## src/hw/rtl/mtg_cell.sv

```systemverilog
// One 32-bit word of the MT19937 state chain.
// Takes its neighbour's word whenever the chain shifts. No package needed.
module mtg_cell (
  input  logic        clk_i,
  input  logic        shift_i,
  input  logic [31:0] data_i,
  output logic [31:0] data_o
);

  logic [31:0] data_q;
  logic [31:0] data_d;

  assign data_d = shift_i ? data_i : data_q;

  always_ff @(posedge clk_i) begin
    data_q <= data_d;
  end

  assign data_o = data_q;

endmodule

```

## config.mk

```make
export PLATFORM = sky130hd
export DESIGN_NAME = mtg_cell
export DESIGN_NICKNAME = d
export VERILOG_FILES = /design/src/hw/rtl/mtg_cell.sv
export SDC_FILE = /design/constraint.sdc
export NUM_CORES = 1
export LEC_CHECK = 0
export ABC_CLOCK_PERIOD_IN_PS = 800
export BUFFER_PORTS_ARGS = -buffer_cell sky130_fd_sc_hd__buf_2
export CORE_MARGIN = 2
export CORE_UTILIZATION = 42
export DETAILED_ROUTE_END_ITERATION = 10
export HOLD_SLACK_MARGIN = 0.02
export PLACE_DENSITY = 0.92
export SLEW_MARGIN = 30
export SYNTH_ARGS = -nofsm -noshare
export SYNTH_HDL_FRONTEND = slang
export SYNTH_SLANG_ARGS = --single-unit
```

## constraint.sdc

```tcl
create_clock -name clk_i -period 0.8 [get_ports clk_i]
set_input_delay 0.12 -clock clk_i [delete_from_list [all_inputs] [get_ports clk_i]]
set_output_delay 0.12 -clock clk_i [all_outputs]
set_load 0.03 [all_outputs]
```

==> summary.md <==
| Metric | Value |
|---|---|
| Outcome | complete, but fails checks |
| Failing checks | negative setup slack |
| Drt drc | 0 |
| RSZ-0062 raised after global routing | yes |
| Worst Hold Class | input pin to flip-flop |
| Routed vias | between 700 and 800 |
| CP max stage delay | ~0.42 ns |
| CP max-delay cell | edfxtp_1 |
| Bufs on Longest Clock Path | 2 |
| GR Overflow Total | 0 |
| CTS Sinks | 32 |
| Crit start category | flip-flop |
| Rows | 17 |
| First-pass GRT wire length | roughly 3400 um |
| Yosys top cell by area | edfxtp_1 |
| Starting Density | a little over two fifths |
| Time the worst path needs with I/O delays and setup | between 1 and 1.5 ns |
| Number of global-route vias before repair | 733 |
| Max reg flops | 32 |
| Met1 Use GR | ~18% |
| Leak pwr | 0.821 nW |
| Fin. Hold Viols | 0 |
| Post-synthesis share of cell area spent on full adders, half adders and majority gates | 0% |
| Largest cells by area after synthesis | edfxtp_1 (100%) |
| DR WL/cell | between 10 and 15 um |
| Max FO, Critical Path | 1 |
| Fmax | 981 MHz |
| Drt total wl | between 2000 and 2500 um |
| Hold depth | 2 |
| Final setup viols | 32 |
| FF+latch count, synth | 32 |
| Type of the worst setup path | flip-flop to primary output |
| Die width | between 50 and 60 um |
| Routability cong. | approximately 0.62 |
| CTS tree | yes |
| Total power | ~0.0037 W |
| Peak supply drop | roughly 2.1 mV |
| #MultiIn Comb | 0 |
| Placed cell count | roughly 130 |
| Post-layout util | between 80% and 90% |
| Die Area | roughly 0.0027 sq mm |
| Initial DRC Count | 17 |
| WP depth | 1 |
| Worst-path cell chain | buf_6 |
| Multiplexer share of the synthesized area | 0% |
| Most frequent cells in the layout | buf_2 (33), edfxtp_1 (32), dlygate4sd3_1 (32), buf_6 (32), clkbuf_4 (5) |
| GR Util met3 | slightly above 6% |
| Relative slew slack | between 90% and 100% |
| PortBufs | 65 |
| Antenna violations before repair | 0 |
| Worst Setup Slack, final | -0.220 ns |
| Post-Syn Instances | 32 |
| Post-route setup TNS | -5.83 ns |
| Post-CTS setup buffers | 0 |
| Max-Cap Viols | 0 |
| H-tree levels | 2 |
| Synth warn | 0 |
| Buffers & Inverters on Critical Path | 1 |
| Multi-input logic area | 0 sq um |
| Delay-heaviest family, CP | flip-flops |
| Gr busiest metal | met2 |
| Synth Area in Simple Gates | 0% |
| Largest net degree at the start of global routing | 19 |
| Total CTS buffers | 5 |
| Post-synthesis xor/xnor area fraction | 0% |
| Synth unique cells | 1 |
| Slew Viols, Final | 0 |
| Core area | about 0.0022 sq mm |
| Final period util | 127% |
| Mapped Area | 961 sq um |
| Nets | 172 |
| Global routing usage on met2 | approximately 36% |
| Worst EP arrival | approximately 0.90 ns |
| CTS clk-pin slew, worst paths | 0.09 ns |
| GRT Util Overall | between 10% and 20% |
| Top-area cell type share of the netlist area | 100% |
| CP endpoint kind | primary output |
| Place WS | 0.0713 ns |
| Worst Tran Pin Value | between 0.1 and 0.15 ns |
| Vias/cell | about 4.3 |
| Die H | ~52 um |
| Antenna-violating nets left | 0 |
| Syn Area/Cell | ~30 sq um |
| Most common cell after layout, fill and taps aside | buf_2 |
| Area Overhead vs Synth | 101% |
| Fin cells | 167 |
| Power per cell area | approximately 1900 mW/mm^2 |
| Layout cell share with drive strength beyond 1 | about 53% |
| I/O pins | between 60 and 70 |
| Compound-Gate Fraction of Synth Area | 0% |
| Sequential area share after synthesis | 100% |
| Root Driver | clkbuf_4 |
| Worst Path Required | just under 0.7 ns |
| DRT Pass-1 Iters | 4 |
| Synth Net Count | 66 |
| Antenna Cells | 0 |
-- per-layer routing --
| layer | share of wire (%) | vias up |
|---|---|---|
| met3 | 5.5 | 7 |
| met4 | 2.9 | 0 |
| met5 | 0 | - |
| met2 | 62 | 37 |
| met1 | 30 | 329 |
| li1 | - | 339 |
-- metrics by stage --
step | hold slack, ns | cell area, sq um
floorplan | 0.219 | 961
CTS | 0.216 | 1930
finish | 0.224 | 1930
global placement | 0.296 | 1360
global route | 0.215 | 1930
detailed placement | 0.298 | 1360
-- cell families after synthesis --
| family | Yosys count |
|---|---|
| DFF | 32 |
-- synthesized netlist by cell type --
library cell	count
edfxtp_1	32
-- final timing paths --
kind,to,startpoint
worst max-delay path,data_o[27],data_o[27]
worst min-delay path,data_o[27],shift_i
-- cell type report --
class                 count  area, sq um
tap                      28         35.0
sequential               32          961
clock inverter            3         13.8
fill                     96          258
timing repair buffer     99          886
clock buffer              5         37.5
-- what timing repair did --
item	in CTS	in global routing
setup endpoints to repair	32	32
hold endpoints to repair	32	0
hold buffers	32	0
gates resized for setup	64	0
-- report_power, final --
group          switching, W  internal (W)
Combinational      0.000389      0.000408
Clock              0.000505      0.000322
Sequential        0.0000612       0.00199
Total              0.000955       0.00272
(Power assumes the default switching activity.)
