`src/hw/rtl/mtg_pkg.sv`:
```
// Package for the MT19937 generator: table sizes, recurrence constants,
// the twist mix and the tempering functions. No dependencies.
package mtg_pkg;

  localparam int unsigned TblLen = 624;
  localparam int unsigned TblMid = 397;
  localparam int unsigned IdxW   = 10;

  localparam logic [31:0] SeedMult    = 32'd1812433253;
  localparam logic [31:0] DefaultSeed = 32'd5489;
  localparam logic [31:0] TwistXor    = 32'h9908_b0df;
  localparam logic [31:0] HiBit       = 32'h8000_0000;
  localparam logic [31:0] LoBits      = 32'h7fff_ffff;
  localparam logic [31:0] TemperB     = 32'h9d2c_5680;
  localparam logic [31:0] TemperC     = 32'hefc6_0000;

  // control from the sequencer to the seeding unit
  typedef struct packed {
    logic load;  // take the seed as table word 0
    logic adv;   // move on to the next table word
  } seed_ctrl_t;

  // seeding unit status
  typedef struct packed {
    logic [31:0] word;  // table word to push into the chain
    logic        last;  // word is the final table entry
  } seed_stat_t;

  function automatic logic [31:0] mix_word(logic [31:0] a, logic [31:0] b,
                                           logic [31:0] far);
    logic [31:0] y;
    logic [31:0] r;
    y = (a & HiBit) | (b & LoBits);
    r = far ^ (y >> 1);
    if (y[0]) begin
      r = r ^ TwistXor;
    end
    return r;
  endfunction

  function automatic logic [31:0] temper(logic [31:0] x);
    logic [31:0] y;
    y = x;
    y = y ^ (y >> 11);
    y = y ^ ((y << 7) & TemperB);
    y = y ^ ((y << 15) & TemperC);
    y = y ^ (y >> 18);
    return y;
  endfunction

endpackage

```
`src/hw/rtl/mtg_seeder.sv`:
```
// Seeding unit: produces the initial table words one per cycle while ctrl_i.adv is set, from the
// seed, t[i] = 1812433253 * (t[i-1] ^ (t[i-1] >> 30)) + i. Uses mtg_pkg.
module mtg_seeder (
  input  logic               clk_i,
  input  logic               rst_ni,
  input  mtg_pkg::seed_ctrl_t ctrl_i,
  input  logic [31:0]        seed_i,
  output mtg_pkg::seed_stat_t stat_o
);
  import mtg_pkg::*;

  logic [31:0]     gen_q, gen_d;
  logic [IdxW-1:0] idx_q, idx_d;
  logic [31:0]     folded;
  logic [31:0]     prod;
  logic [31:0]     nxt;

  // only the low word of the product is kept (mod 2^32)
  assign folded = gen_q ^ (gen_q >> 30);
  assign prod   = SeedMult * folded;
  assign nxt    = prod + {{(32-IdxW){1'b0}}, idx_q};

  always_comb begin
    gen_d = gen_q;
    idx_d = idx_q;
    if (ctrl_i.load) begin
      gen_d = seed_i;
      idx_d = IdxW'(1);
    end else if (ctrl_i.adv) begin
      gen_d = nxt;
      idx_d = idx_q + IdxW'(1);
    end
  end

  always_ff @(posedge clk_i or negedge rst_ni) begin
    if (!rst_ni) begin
      idx_q <= '0;
    end else begin
      idx_q <= idx_d;
    end
  end

  always_ff @(posedge clk_i) begin
    gen_q <= gen_d;
  end

  assign stat_o.word = gen_q;
  assign stat_o.last = (idx_q == IdxW'(TblLen));

endmodule

```
`config.mk`:
```
export PLATFORM = sky130hd
export DESIGN_NAME = mtg_seeder
export DESIGN_NICKNAME = d
export VERILOG_FILES = /design/src/hw/rtl/mtg_pkg.sv /design/src/hw/rtl/mtg_seeder.sv
export SDC_FILE = /design/constraint.sdc
export NUM_CORES = 1
export LEC_CHECK = 0
export ABC_AREA = 1
export BUFFER_PORTS_ARGS = -buffer_cell sky130_fd_sc_hd__buf_2
export CAP_MARGIN = 20
export CORE_UTILIZATION = 40
export DETAILED_ROUTE_END_ITERATION = 6
export GPL_TIMING_DRIVEN = 0
export HOLD_SLACK_MARGIN = 0.15
export PLACE_DENSITY_LB_ADDON = 0.12
export SLEW_MARGIN = 10
export SYNTH_ARGS = -nofsm -noshare
export SYNTH_HDL_FRONTEND = slang
export SYNTH_SLANG_ARGS = --single-unit
export TNS_END_PERCENT = 1
```
`constraint.sdc`:
```
create_clock -name clk_i -period 6.4 [get_ports clk_i]
set_input_delay 0.96 -clock clk_i [delete_from_list [all_inputs] [get_ports clk_i]]
set_output_delay 0.96 -clock clk_i [all_outputs]
set_load 0.1 [all_outputs]
```
==> metrics <==
run status finished, violations left; failing checks design-rule violations; DR WL/cell 18.5 um; row count 59; Remaining DRCs 4; initial core utilization 0.410; Num CTS Buffers 5; Most used DFF post-synth edfxtp_1; setup violators final 0; Die Span Y 166 um; Final Max Tran Viols 0; max cap viols 0; clock sink count 42; setup_tns 0 ns; Gate Count Post-Synth 1239; worst stage delay on the critical path 0.56 ns; critical path data required time roughly 6.5 ns; Worst Setup Path Type flip-flop to flip-flop; vias in the first global route ~9000; #FFs+latches synth 42; H-tree lvl count 2; I/O Buffers 67; WL final 31500 um; Max Clk Rate 161 MHz; I/O Pins 69; Post-CTS Hold Buffers 0; worst-path maximum fanout 6; number of synthesized flops with an enable pin 32; Vias/cell 4.99; clock tree buffer depth 2; GPL Wtd Cong 0.943; met2 wire len 14500 um; Slew headroom 0.466; Met1 Wirelength 15000 um; maximum number of pins on one net before global-route repair 28; commonest non-fill, non-tap cells in the layout 335 x inv_1, 228 x ha_1, 192 x nand2_1, 153 x fa_1, 68 x buf_2; Initial DRC Count 442; gr usage total 0.241; Avg Inst Size Synth 8.70 um^2; final worst path period need 6.20 ns; DR pass1 iterations 7; total gr overflow 0; Final Hold Fails 0; antenna violations before repair 0; first-pass GRT wire length about 50000 um; cell breakdown of the critical path xnor2_4 -> buf_4 -> inv_1 -> ha_1 -> ha_1 -> ha_1 -> fa_1 -> ha_1 -> ha_1 -> inv_1 -> fa_1 -> fa_1 -> inv_1 -> ha_1 -> nand2_1 -> nor2_1 -> a21oi_2 -> o21bai_1 -> nand2_1 -> nand3_1 -> nand2_1 -> nand3_1 -> nand2_1; synthesized area 10800 um^2; top layer reached by signal wires met4; DP Wirelength 24900 um; worst path arrival time 6.25 ns; worst hold slack 0.461 ns; Routed Antenna Nets 0; commonest non-fill, non-tap cell in the layout inv_1; Die Area 27600 um^2; overall die width 166 um; total number of vias approximately 8500; clk slew on worst S/H paths 0.07 ns; Nets 1796; share of post-route cells with drive strength above 1 0.148; worst min path class flip-flop to flip-flop; sequential area share after synthesis 0.112; Clock Root Buffer clkbuf_16; slowest CP cell fa_1; post-synth cell types 40; crit end category flip-flop; total core area around 26000 um^2; Worst Tran Pin Value 0.801 ns; Mapped Nets around 1700; synth-to-layout area growth 15.6%; Setup crit start kind flip-flop; met3 routed WL 1290 um; Final Non-Filler Cells 1704; dpl cells about 1600; share of synthesized registers carrying an async set or reset 0.238; clock latency on the worst-skew pair 0.29 ns; # diodes 0; cell mode on critical path ha_1; CTS tree done; fin crit share 0.969; Synth warnings 0; Final Skew 0.00949 ns
[per-stage QoR]
step	setup WS, ns	cell area (um^2)	util
after global placement	-0.520	11600	0.440
after floorplan	-0.0134	10800	-
after CTS	-0.00312	12100	0.459
after detailed placement	-0.497	11600	0.441
after global routing	-0.0281	12500	0.474
final	0.196	12500	0.474
[synth_stat cells, types with 4 or more instances]
master,number,area [um^2]
nor3_1,9,45.0
nand3_1,54,270
o21ai_0,33,165
ha_1,239,2990
clkbuf_1,4,15.0
nand2_2,4,25.0
dfrtp_1,10,250
nand4_1,7,43.8
nand2_1,196,736
a21oi_1,41,205
nor2_1,44,165
xnor2_1,14,123
or2_2,10,62.6
xor2_1,8,70.1
a21o_1,5,37.5
o21ai_1,4,20.0
inv_1,338,1270
a31oi_1,5,31.3
fa_1,153,3060
o21bai_1,4,30.0
edfxtp_1,32,961
[layout make-up]
type                       count  area (um^2)
fill                        2624        13800
buffer                         8         43.8
inverter                     338         1270
clock buffer                   6          129
multi-input combinational    851         8540
tap                          335          419
clock inverter                 2         37.5
sequential                    42         1210
timing repair buffer         122          811
[state kept, by name (all words and copies together), names as in the netlist]
| signal | count |
|---|---|
| gen_q | 32 |
| idx_q | 10 |
[per-layer routing]
layer	global-route usage	vias up
li1	-	4117
met5	0	-
met3	0.0224	27
met4	0.0577	0
met2	0.400	177
met1	0.339	4176
[what timing repair did]
| item | 4_1_cts | 5_1_grt |
|---|---|---|
| pin swaps | 2 | 5 |
| resized for setup | 8 | 52 |
| endpoints found under the setup margin | 14 | 13 |
| setup buffers | 32 | 22 |
[cells by family after synthesis]
| family | after synthesis | share of synthesized area |
|---|---|---|
| DFF | 42 | 0.112 |
| AOI/OAI and AO/OA | 102 | 0.0534 |
| buffers and inverters | 346 | 0.122 |
| adders and majority gates | 392 | 0.562 |
| xor gates and xnor gates | 22 | 0.0179 |
| and+or+nand+nor | 335 | 0.133 |
[worst max-delay path: cells and delay by family (launching register included)]
family	cells	cell delay, ns
adders and majority gates	9	3.32
and+or+nand+nor	7	0.91
buffers and inverters	4	0.52
DFF	1	0.50
AOI/OAI and AO/OA	2	0.46
xor gates and xnor gates	1	0.25
[final timing paths]
check	start	to	slack [ns]	cells past startpoint
max	gen_q[31]	gen_q[28]	0.20	23
min	idx_q[7]	idx_q[8]	0.46	1
max reg2reg	gen_q[31]	gen_q[28]	0.20	23
min reg2reg	idx_q[7]	idx_q[8]	0.46	1
max in group asynchronous	rst_ni	idx_q[9]	5.69	1
min in group asynchronous	rst_ni	idx_q[3]	0.51	1
Power is not shown: default switching activity piles up to over one toggle a cycle in this logic, so the estimate is an artifact.
